===== src/hw/rtl/vcf_pkg.sv =====
// Shared types, codes and reset values for the voice channel follow block.
// Used by every module under hw/rtl; depends on nothing else.

package vcf_pkg;

   // Request types carried by an input beat.
   localparam logic [1:0] REQ_TICK  = 2'd0;
   localparam logic [1:0] REQ_START = 2'd1;
   localparam logic [1:0] REQ_STOP  = 2'd2;

   // MAC PDU kinds; the unused codes fall through as "other".
   localparam logic [2:0] MK_PTT      = 3'd1;
   localparam logic [2:0] MK_ACTIVE   = 3'd2;
   localparam logic [2:0] MK_END_PTT  = 3'd3;
   localparam logic [2:0] MK_HANGTIME = 3'd4;
   localparam logic [2:0] MK_IDLE     = 3'd5;

   // Algorithm ids that mean clear voice.
   localparam logic [7:0] ALG_CLEAR_A = 8'hff;
   localparam logic [7:0] ALG_CLEAR_B = 8'h80;

   // Verdict codes of a result beat.
   localparam logic [3:0] V_STAY        = 4'd0;
   localparam logic [3:0] V_ENDED       = 4'd1;
   localparam logic [3:0] V_IDLE        = 4'd2;
   localparam logic [3:0] V_HANG        = 4'd3;
   localparam logic [3:0] V_NO_SYNC     = 4'd4;
   localparam logic [3:0] V_LOST        = 4'd5;
   localparam logic [3:0] V_QUIET       = 4'd6;
   localparam logic [3:0] V_ENCRYPTED   = 4'd7;
   localparam logic [3:0] V_OTHER_GROUP = 4'd8;

   // Phase codes as they appear on the result channel.
   localparam logic [2:0] PHASE_CODE_OFF     = 3'd0;
   localparam logic [2:0] PHASE_CODE_ACQUIRE = 3'd1;
   localparam logic [2:0] PHASE_CODE_CALL    = 3'd2;
   localparam logic [2:0] PHASE_CODE_ENDING  = 3'd3;
   localparam logic [2:0] PHASE_CODE_HANG    = 3'd4;

   // Configuration register indexes.
   localparam logic [2:0] CSR_ACQUIRE_TIME   = 3'd0;
   localparam logic [2:0] CSR_LOST_TIME      = 3'd1;
   localparam logic [2:0] CSR_QUIET_TIME     = 3'd2;
   localparam logic [2:0] CSR_END_TIME       = 3'd3;
   localparam logic [2:0] CSR_HANG_TIME      = 3'd4;
   localparam logic [2:0] CSR_LEAVE_ON_CRYPT = 3'd5;

   // Configuration reset values in milliseconds.
   localparam logic [15:0] RST_ACQUIRE_TIME = 16'd1500;
   localparam logic [15:0] RST_LOST_TIME    = 16'd1000;
   localparam logic [15:0] RST_QUIET_TIME   = 16'd2000;
   localparam logic [15:0] RST_END_TIME     = 16'd500;
   localparam logic [15:0] RST_HANG_TIME    = 16'd2000;

   // Follow state machine, one-hot.
   typedef enum logic [4:0] {
      PH_OFF     = 5'b00001,
      PH_ACQUIRE = 5'b00010,
      PH_CALL    = 5'b00100,
      PH_ENDING  = 5'b01000,
      PH_HANG    = 5'b10000
   } phase_type;

   typedef struct packed {
      logic [15:0] acquire_time;
      logic [15:0] lost_time;
      logic [15:0] quiet_time;
      logic [15:0] end_time;
      logic [15:0] hang_time;
      logic        leave_on_crypt;
   } cfg_type;

   typedef struct packed {
      logic [1:0]  req_type;
      logic [31:0] now_ms;
      logic        status_valid;
      logic [31:0] burst_count;
      logic [31:0] voice_count;
      logic [31:0] control_count;
      logic        synchronized;
      logic [7:0]  algorithm_id;
      logic [15:0] talkgroup;
      logic [2:0]  mac_kind;
      logic [31:0] voice_symbol_pos;
      logic [31:0] mac_symbol_pos;
   } item_type;

   typedef struct packed {
      logic [3:0] verdict;
      logic [2:0] phase;
      logic       active;
   } result_type;

   // Maps the one-hot state onto the external phase code.
   function automatic logic [2:0] phase_code(input phase_type ph);
      logic [2:0] code;
      begin
         unique case (ph)
            PH_ACQUIRE: code = PHASE_CODE_ACQUIRE;
            PH_CALL:    code = PHASE_CODE_CALL;
            PH_ENDING:  code = PHASE_CODE_ENDING;
            PH_HANG:    code = PHASE_CODE_HANG;
            default:    code = PHASE_CODE_OFF;
         endcase
         return code;
      end
   endfunction

endpackage


===== src/hw/rtl/vcf_csr.sv =====
// Configuration registers of the voice channel follow block.
// Depends on vcf_pkg for the register indexes, reset values and cfg_type.

module vcf_csr import vcf_pkg::*; (
   input  logic        clock,
   input  logic        reset,
   input  logic        csr_we,
   input  logic [2:0]  csr_index,
   input  logic [15:0] csr_wdata,
   output cfg_type     cfg
);

   cfg_type cfg_ff;
   cfg_type cfg_in;

   // Decode the write; indexes past the list are dropped.
   always_comb begin
      cfg_in = cfg_ff;
      if (csr_we) begin
         unique case (csr_index)
            CSR_ACQUIRE_TIME:   cfg_in.acquire_time   = csr_wdata;
            CSR_LOST_TIME:      cfg_in.lost_time      = csr_wdata;
            CSR_QUIET_TIME:     cfg_in.quiet_time     = csr_wdata;
            CSR_END_TIME:       cfg_in.end_time       = csr_wdata;
            CSR_HANG_TIME:      cfg_in.hang_time      = csr_wdata;
            CSR_LEAVE_ON_CRYPT: cfg_in.leave_on_crypt = csr_wdata[0];
            default:            cfg_in = cfg_ff;
         endcase
      end
   end

   always_ff @(posedge clock) begin
      if (reset) begin
         cfg_ff.acquire_time   <= RST_ACQUIRE_TIME;
         cfg_ff.lost_time      <= RST_LOST_TIME;
         cfg_ff.quiet_time     <= RST_QUIET_TIME;
         cfg_ff.end_time       <= RST_END_TIME;
         cfg_ff.hang_time      <= RST_HANG_TIME;
         cfg_ff.leave_on_crypt <= 1'b1;
      end else begin
         cfg_ff <= cfg_in;
      end
   end

   assign cfg = cfg_ff;

endmodule


===== src/hw/rtl/vcf_engine.sv =====
// Follow state and the combinational decision logic for one request beat.
// Depends on vcf_pkg; driven from the input register of the top level.

module vcf_engine import vcf_pkg::*; (
   input  logic       clock,
   input  logic       reset,
   input  logic       adv,
   input  item_type   item,
   input  cfg_type    cfg,
   output result_type result
);

   phase_type   phase_ff, phase_in;
   logic [15:0] group_ff, group_in;
   logic        ever_ff, ever_in;
   logic [31:0] start_ff, start_in;
   logic [31:0] act_ff, act_in;
   logic [31:0] sync_ff, sync_in;
   logic [31:0] dl_ff, dl_in;
   logic [31:0] seen_b_ff, seen_b_in;
   logic [31:0] seen_v_ff, seen_v_in;
   logic [31:0] seen_c_ff, seen_c_in;

   logic        status;
   logic        db_nz, dv_nz, dc_nz;
   logic        sync_hit;
   logic        crypt_exit, group_exit;
   logic        voice_after, voice_before;
   logic [31:0] start_gap, sync_gap, act_gap, dl_gap;
   logic [16:0] acq_quiet;
   logic [3:0]  verdict;

   logic        idle_exit, act_set, dl_set, dl_use_hang;
   phase_type   phase_b;
   logic        ever_b;
   logic [15:0] dl_span;
   logic        nosync_fire, lost_fire, dl_fire, quiet_call, quiet_acq;

   // Counter growth is nonzero exactly when the count moved and is not zero:
   // a count that fell back grows by its new value.
   assign status = item.status_valid;
   assign db_nz  = (item.burst_count != seen_b_ff) && (item.burst_count != '0);
   assign dv_nz  = (item.voice_count != seen_v_ff) && (item.voice_count != '0);
   assign dc_nz  = (item.control_count != seen_c_ff) && (item.control_count != '0);
   assign sync_hit = status && db_nz && item.synchronized;

   // Leave tests that come straight from the beat.
   assign crypt_exit = status && cfg.leave_on_crypt &&
                       (item.algorithm_id != ALG_CLEAR_A) &&
                       (item.algorithm_id != ALG_CLEAR_B);
   assign group_exit = status && (group_ff != '0) && (item.talkgroup != '0) &&
                       (item.talkgroup != group_ff);
   assign voice_after  = item.voice_symbol_pos > item.mac_symbol_pos;
   assign voice_before = item.voice_symbol_pos < item.mac_symbol_pos;

   // Wrapping time differences against the stored stamps.
   assign start_gap = item.now_ms - start_ff;
   assign sync_gap  = item.now_ms - sync_ff;
   assign act_gap   = item.now_ms - act_ff;
   assign dl_gap    = item.now_ms - dl_ff;
   assign acq_quiet = {1'b0, cfg.acquire_time} + {1'b0, cfg.quiet_time};

   // Phase changes driven by a control PDU and by voice growth on a tick.
   always_comb begin
      phase_b     = phase_ff;
      idle_exit   = 1'b0;
      act_set     = 1'b0;
      dl_set      = 1'b0;
      dl_use_hang = 1'b0;
      if (status && dc_nz) begin
         priority if (item.mac_kind == MK_PTT || item.mac_kind == MK_ACTIVE) begin
            phase_b = PH_CALL;
            act_set = 1'b1;
         end else if (item.mac_kind == MK_END_PTT) begin
            if (phase_ff != PH_ENDING && phase_ff != PH_HANG) begin
               phase_b = PH_ENDING;
               dl_set  = 1'b1;
            end
         end else if (item.mac_kind == MK_HANGTIME) begin
            if (phase_ff != PH_HANG) begin
               phase_b     = PH_HANG;
               dl_set      = 1'b1;
               dl_use_hang = 1'b1;
            end
         end else if (item.mac_kind == MK_IDLE) begin
            idle_exit = !dv_nz || voice_before;
         end else begin
            phase_b = phase_ff;
         end
      end
      if (status && dv_nz && (item.control_count != '0) && (!dc_nz || voice_after)) begin
         phase_b = PH_CALL;
         act_set = 1'b1;
      end
   end

   // Timer tests; a stamp refreshed on this beat reads as zero elapsed time.
   assign ever_b      = ever_ff || sync_hit;
   assign dl_span     = dl_use_hang ? cfg.hang_time : cfg.end_time;
   assign nosync_fire = start_gap >= {16'b0, cfg.acquire_time};
   assign lost_fire   = sync_hit ? (cfg.lost_time == '0) :
                                   (sync_gap >= {16'b0, cfg.lost_time});
   assign dl_fire     = dl_set ? (dl_span == '0) : !dl_gap[31];
   assign quiet_call  = act_set ? (cfg.quiet_time == '0) :
                                  (act_gap >= {16'b0, cfg.quiet_time});
   assign quiet_acq   = act_set ? (acq_quiet == '0) :
                                  (act_gap >= {15'b0, acq_quiet});

   // Next state and verdict for the beat in the input register.
   always_comb begin
      phase_in  = phase_ff;
      group_in  = group_ff;
      ever_in   = ever_ff;
      start_in  = start_ff;
      act_in    = act_ff;
      sync_in   = sync_ff;
      dl_in     = dl_ff;
      seen_b_in = seen_b_ff;
      seen_v_in = seen_v_ff;
      seen_c_in = seen_c_ff;
      verdict   = V_STAY;
      if (item.req_type == REQ_START) begin
         phase_in  = PH_ACQUIRE;
         group_in  = item.talkgroup;
         ever_in   = 1'b0;
         start_in  = item.now_ms;
         act_in    = item.now_ms;
         sync_in   = item.now_ms;
         dl_in     = '0;
         seen_b_in = '0;
         seen_v_in = '0;
         seen_c_in = '0;
      end else if (item.req_type == REQ_STOP) begin
         phase_in = PH_OFF;
      end else if (item.req_type == REQ_TICK && phase_ff != PH_OFF) begin
         if (status) begin
            seen_b_in = item.burst_count;
            seen_v_in = item.voice_count;
            seen_c_in = item.control_count;
         end
         if (sync_hit) begin
            ever_in = 1'b1;
            sync_in = item.now_ms;
         end
         priority if (crypt_exit) begin
            verdict = V_ENCRYPTED;
         end else if (group_exit) begin
            verdict = V_OTHER_GROUP;
         end else if (idle_exit) begin
            verdict = V_IDLE;
         end else begin
            phase_in = phase_b;
            if (act_set) begin
               act_in = item.now_ms;
            end
            if (dl_set) begin
               dl_in = item.now_ms + {16'b0, dl_span};
            end
            if (!ever_b) begin
               if (nosync_fire) begin
                  verdict = V_NO_SYNC;
               end
            end else if (lost_fire) begin
               verdict = V_LOST;
            end else begin
               unique case (phase_b)
                  PH_ENDING:  if (dl_fire) verdict = V_ENDED;
                  PH_HANG:    if (dl_fire) verdict = V_HANG;
                  PH_ACQUIRE: if (quiet_acq) verdict = V_QUIET;
                  PH_CALL:    if (quiet_call) verdict = V_QUIET;
                  default:    verdict = V_STAY;
               endcase
            end
         end
         if (verdict != V_STAY) begin
            phase_in = PH_OFF;
         end
      end
   end

   // State advances only when the beat moves on to the result register.
   always_ff @(posedge clock) begin
      if (reset) begin
         phase_ff  <= PH_OFF;
         group_ff  <= '0;
         ever_ff   <= 1'b0;
         start_ff  <= '0;
         act_ff    <= '0;
         sync_ff   <= '0;
         dl_ff     <= '0;
         seen_b_ff <= '0;
         seen_v_ff <= '0;
         seen_c_ff <= '0;
      end else if (adv) begin
         phase_ff  <= phase_in;
         group_ff  <= group_in;
         ever_ff   <= ever_in;
         start_ff  <= start_in;
         act_ff    <= act_in;
         sync_ff   <= sync_in;
         dl_ff     <= dl_in;
         seen_b_ff <= seen_b_in;
         seen_v_ff <= seen_v_in;
         seen_c_ff <= seen_c_in;
      end
   end

   assign result.verdict = verdict;
   assign result.phase   = phase_code(phase_in);
   assign result.active  = (phase_in != PH_OFF);

   // A start beat always leaves the block acquiring.
   a_start_acquires: assert property (@(posedge clock) disable iff (reset)
      adv && item.req_type == REQ_START |=> phase_ff == PH_ACQUIRE)
      else $error("start beat did not enter acquire");

   // A tick while off changes nothing.
   a_off_tick_quiet: assert property (@(posedge clock) disable iff (reset)
      adv && item.req_type == REQ_TICK && phase_ff == PH_OFF |=>
      phase_ff == PH_OFF && $stable(seen_b_ff) && $stable(seen_c_ff))
      else $error("tick while off changed state");

   // Any leave verdict switches the block off.
   a_leave_turns_off: assert property (@(posedge clock) disable iff (reset)
      adv && verdict != V_STAY |=> phase_ff == PH_OFF)
      else $error("leave verdict did not switch off");

   // Sync is first seen only together with a fresh sync stamp.
   a_sync_stamp: assert property (@(posedge clock) disable iff (reset)
      $rose(ever_ff) |-> sync_ff == $past(item.now_ms))
      else $error("sync stamp missing when sync first seen");

endmodule


===== src/hw/rtl/voice_channel_follow_fsm.sv =====
// Top level of the voice channel follow block: input register, result register
// and handshakes. Depends on vcf_pkg, vcf_csr and vcf_engine.
//
//   channel   direction   handshake              payload
//   req       in          req_valid / req_ready  req_type, req_now_ms, status and counters
//   rsp       out         rsp_valid / rsp_ready  rsp_verdict, rsp_phase, rsp_active
//   csr       in          csr_we                 csr_index, csr_wdata
//
// A request beat sits in the input register while the decision logic and follow
// state resolve it, then lands in the result register; one beat per cycle is
// sustained while the result side is not stalled.
// Reset is synchronous and clears the follow state and both register valids.
// A stalled result holds the input register; a new beat is still taken whenever
// the input register drains into the result register in the same cycle.

module voice_channel_follow_fsm import vcf_pkg::*; (
   input  logic        clock,
   input  logic        reset,
   input  logic        req_valid,
   output logic        req_ready,
   input  logic [1:0]  req_type,
   input  logic [31:0] req_now_ms,
   input  logic        req_status_valid,
   input  logic [31:0] req_burst_count,
   input  logic [31:0] req_voice_count,
   input  logic [31:0] req_control_count,
   input  logic        req_synchronized,
   input  logic [7:0]  req_algorithm_id,
   input  logic [15:0] req_talkgroup,
   input  logic [2:0]  req_mac_kind,
   input  logic [31:0] req_voice_symbol_pos,
   input  logic [31:0] req_mac_symbol_pos,
   output logic        rsp_valid,
   input  logic        rsp_ready,
   output logic [3:0]  rsp_verdict,
   output logic [2:0]  rsp_phase,
   output logic        rsp_active,
   input  logic        csr_we,
   input  logic [2:0]  csr_index,
   input  logic [15:0] csr_wdata
);

   cfg_type    cfg;
   item_type   item_ff, item_in;
   logic       in_valid_ff, in_valid_in;
   result_type result;
   result_type result_ff, result_in;
   logic       out_valid_ff, out_valid_in;
   logic       adv;
   logic       take;

   vcf_csr u_csr (
      .clock     (clock),
      .reset     (reset),
      .csr_we    (csr_we),
      .csr_index (csr_index),
      .csr_wdata (csr_wdata),
      .cfg       (cfg)
   );

   vcf_engine u_engine (
      .clock  (clock),
      .reset  (reset),
      .adv    (adv),
      .item   (item_ff),
      .cfg    (cfg),
      .result (result)
   );

   // The input beat moves on when the result register is free or draining.
   assign adv       = in_valid_ff && (!out_valid_ff || rsp_ready);
   assign req_ready = !in_valid_ff || adv;
   assign take      = req_valid && req_ready;

   // Input register.
   always_comb begin
      item_in     = item_ff;
      in_valid_in = in_valid_ff && !adv;
      if (take) begin
         item_in.req_type         = req_type;
         item_in.now_ms           = req_now_ms;
         item_in.status_valid     = req_status_valid;
         item_in.burst_count      = req_burst_count;
         item_in.voice_count      = req_voice_count;
         item_in.control_count    = req_control_count;
         item_in.synchronized     = req_synchronized;
         item_in.algorithm_id     = req_algorithm_id;
         item_in.talkgroup        = req_talkgroup;
         item_in.mac_kind         = req_mac_kind;
         item_in.voice_symbol_pos = req_voice_symbol_pos;
         item_in.mac_symbol_pos   = req_mac_symbol_pos;
         in_valid_in              = 1'b1;
      end
   end

   // Result register.
   always_comb begin
      result_in    = result_ff;
      out_valid_in = out_valid_ff && !rsp_ready;
      if (adv) begin
         result_in    = result;
         out_valid_in = 1'b1;
      end
   end

   always_ff @(posedge clock) begin
      if (reset) begin
         in_valid_ff  <= 1'b0;
         out_valid_ff <= 1'b0;
      end else begin
         in_valid_ff  <= in_valid_in;
         out_valid_ff <= out_valid_in;
      end
   end

   always_ff @(posedge clock) begin
      item_ff   <= item_in;
      result_ff <= result_in;
   end

   assign rsp_valid   = out_valid_ff;
   assign rsp_verdict = result_ff.verdict;
   assign rsp_phase   = result_ff.phase;
   assign rsp_active  = result_ff.active;

   // A leave verdict is always reported together with the off phase.
   a_leave_reports_off: assert property (@(posedge clock) disable iff (reset)
      rsp_valid && rsp_verdict != V_STAY |-> rsp_phase == PHASE_CODE_OFF && !rsp_active)
      else $error("leave verdict reported with a live phase");

endmodule

===== config.mk =====
export PLATFORM = sky130hd
export DESIGN_NAME = voice_channel_follow_fsm
export DESIGN_NICKNAME = d
export VERILOG_FILES = /design/src/hw/rtl/vcf_pkg.sv /design/src/hw/rtl/vcf_csr.sv /design/src/hw/rtl/vcf_engine.sv /design/src/hw/rtl/voice_channel_follow_fsm.sv
export SDC_FILE = /design/constraint.sdc
export NUM_CORES = 1
export LEC_CHECK = 0
export BUFFER_PORTS_ARGS = -buffer_cell sky130_fd_sc_hd__clkbuf_2
export CORE_MARGIN = 5
export CORE_UTILIZATION = 45
export DETAILED_ROUTE_END_ITERATION = 8
export PLACE_DENSITY_LB_ADDON = 0.2
export REMOVE_ABC_BUFFERS = 1
export SYNTH_ARGS = -nofsm -noshare
export SYNTH_HDL_FRONTEND = slang
export SYNTH_SLANG_ARGS = --single-unit

===== constraint.sdc =====
create_clock -name clock -period 8.74 [get_ports clock]
set_input_delay 0.874 -clock clock [delete_from_list [all_inputs] [get_ports clock]]
set_output_delay 0.874 -clock clock [all_outputs]
set_load 0.01 [all_outputs]

==> run metrics <==
status completed; HP Class input port to register; hpwl dp a little over 60,000 µm; IO Port Bufs 256; share of cells above drive strength 1 0.117; DR vias 25,300; Max-Cap Viols 0; RD Place Congestion roughly 0.93; Sink Count between 500 and 600; Post-Place Cell Area 0.0333 mm²; Routed Antenna Nets 0; Worst EP arrival 6.97 ns; fillcell total between 6,000 and 7,000; first-pass GRT wire length 130,000 µm; Synth top area share 0.222; hold endpoint item_ff[145]; Die Wd about 270 µm; Max H-tree Level 2; Async SR Flop Fraction 0; Worst Path Required roughly 9.2 ns; Hold-fix buffers, CTS 0; Bufs on Longest Clock Path 3; Power Internal about 4700 µW; Slew Limit Fails 0; depth of the worst hold-timing path 1; NetSw ~1700 µW; maximum VDD drop 0.190 mV; die area 0.0748 mm²; Worst Clk Skew around 0.077 ns; initial antenna violation count 3; RSZ-0062 raised after global routing false; number of synthesized flops with an enable pin about 230; crit path max fanout 16; Setup Buffers After CTS 0; Period minus WS final 6.50 ns; setup TNS 0 ns; FP Rows 96; combinational power share 0.142; drt drc 0; Slew headroom 0.252; Tcrit/Tclk final 0.743; Clock Power Share 0.404; Synth Area per Inst between 9 and 10 µm²; Synth cell types 93; TritonCTS clock tree yes; Hold Crit Start req_voice_count[21]; cells after synthesis 3,469; Root Driver clkbuf_16; maximum clock rate 154 MHz; Final Util 0.515; Mapped Area approximately 0.031 mm²; Inserted Clock Buffers 60; switching share of power 0.269; R2R Path Start item_ff[116]; largest net degree at the start of global routing 153; kind of critical path register to register; Power, Total around 6400 µW; most frequent cells in the layout nand2_1, a21oi_1, dfxtp_1, clkbuf_2, inv_1; most common cell after layout, fill and taps aside nand2_1; Post-CTS Resized 0; clock slew seen by the registers of the worst setup and hold paths 0.06 ns; Ys Warns 0; GR Util All Layers 0.213; routed wire length approximately 82,000 µm; number of global-route vias before repair 24,300; Worst R2R End u_engine.dl_ff[30]; cell taking the most area after synthesis edfxtp_1; final setup violation count 0; Final nets between 4,000 and 5,000; Hold Vio Cnt, Final 0; sequential fraction of design power 0.454; power per cell area 182 mW/mm²; IO Count around 260; Pre-antenna DRT Iters 5; top cells by area, synth edfxtp_1, dfxtp_1, ha_1, a21oi_1, nand2_1; total gr overflow 0; part of the Yosys area used for sequential elements 0.433; post-route cell area roughly 0.035 mm²; Initial Utilization 0.454; Layout area overhead 13.3%; leakage power between 0.01 and 0.015 µW; initial drt markers 1,829; core area 0.0687 mm²; Worst R2R Path Depth 24; synthesized flop and latch total 560; wire length per cell ~18 µm; slew of the pin with the lowest slew margin 1.12 ns; Critical Path Sink Type register; reg2reg setup slack roughly 2.2 ns; Die H between 200 and 300 µm; vias per inst 5.45; CP startpoint kind register; ys flop type dfxtp_1; clk_lat worst skew approximately 0.68 ns
[flip-flops by register name, summed over array words and instances (netlist names), 3 cells and up]
register and cells:
u_engine.start_ff 32, u_engine.seen_b_ff 32, u_engine.seen_v_ff 32, u_engine.seen_c_ff 32, rsp_phase 3, rsp_verdict 4
u_engine.group_ff 16, item_ff 223, u_csr.cfg 81, u_engine.sync_ff 32, u_engine.phase_ff 5, u_engine.dl_ff 32
u_engine.act_ff 32
[critical path: stages, from the launching register on]
cell and delay (ns):
edfxtp_1 0.43, nor4_1 0.49, nand4_1 0.19, o21a_1 0.29, o21a_1 0.26, nand2_1 0.55
mux2_2 0.28, ha_1 0.15, inv_1 0.05, fa_1 0.37, nor2b_1 0.16, o21ai_0 0.11
a21boi_0 0.26, o21ai_0 0.14, a21boi_0 0.25, o21ai_0 0.15, a21oi_1 0.27, o21ai_0 0.15
a21oi_1 0.26, a31oi_1 0.17, o21ai_0 0.52, nand3_1 0.32, nor2_1 0.22, xnor2_1 0.13
o21ai_0 0.08
[cells by family after synthesis]
logic type,share of synthesized area
compound gates,0.158
mux,0.0187
fa+ha+maj,0.104
flops,0.433
simple gates,0.176
buf+inv,0.0484
xor+xnor,0.0612
[power groups by stage]
stage | logic (µW) | registers, µW | clock network, µW
floorplan | 620 | 2960 | 0
global placement | 908 | 2980 | 0
detailed placement | 910 | 2980 | 0
CTS | 915 | 2930 | 2660
global route | 1030 | 2940 | 2780
finish | 915 | 2930 | 2610
[worst max-delay path by stage]
stage | startpoint | end | slack [ns] | depth (start not counted)
5_1_grt | item_ff[114] | u_engine.dl_ff[30] | 1.62 | 24
3_3_place_gp | item_ff[190] | rsp_phase[0] | 2.49 | 25
3_5_place_dp | item_ff[190] | rsp_phase[0] | 2.36 | 25
6_report | item_ff[116] | u_engine.dl_ff[30] | 2.24 | 24
4_1_cts | item_ff[190] | rsp_phase[0] | 2.29 | 25
2_1_floorplan | rsp_ready | item_ff[0] | 1.95 | 3
[metal layers]
metal | part of all wire | track usage | vias up
met3 | 0.054 | 0.0320 | 140
li1 | - | - | 12700
met5 | 0.00016 | 0 | -
met2 | 0.47 | 0.358 | 606
met1 | 0.44 | 0.284 | 11900
met4 | 0.033 | 0.0686 | 2
[stage by stage]
step | hold slack, ns | cells | worst slack, ns
finish | 0.365 | 4647 | 2.24
global route | 0.340 | 4645 | 1.62
CTS | 0.329 | 4644 | 2.29
detailed placement | 0.442 | 4532 | 2.36
global placement | 0.435 | 4532 | 2.49
floorplan | 0.425 | 3325 | 1.95
[cell type report]
class                      instances  area, µm²  share of cell area
antenna                            3       7.51            0.000212
clock buffer                      86       1700              0.0480
clock inverter                    26        333             0.00941
inverter                         255        957              0.0270
multi-input combinational       2510      16200               0.459
sequential                       560      13500               0.382
tap                              931       1160              0.0329
timing repair buffer             276       1450              0.0411
[Yosys cell counts (5+ instances only)]
library cell and number:
mux2_2 18, ha_1 252, o21a_1 23, or4_1 5, nand4_1 69, nor2b_1 30
fa_1 5, a22oi_1 9, o21ai_0 110, nor3_1 35, dfxtp_1 329, nand2b_1 19
and3_1 21, o2111ai_1 12, o31a_1 9, a21boi_0 9, a21oi_1 387, a31oi_1 13
nand3_1 154, edfxtp_1 231, nor4b_1 5, or3_1 10, nor4_1 73, xnor2_1 157
a211oi_1 28, a221oi_1 5, mux2i_1 38, nor2_1 226, o211ai_1 40, xor2_1 61
or2_2 9, nand4b_1 7, buf_1 7, o41ai_1 5, and2_1 9, nand2_1 480
a21o_1 54, o31ai_1 10, o21bai_1 19, nor3b_1 10, clkbuf_1 135, inv_1 254
Note: power is estimated with default switching activity, not from simulation.
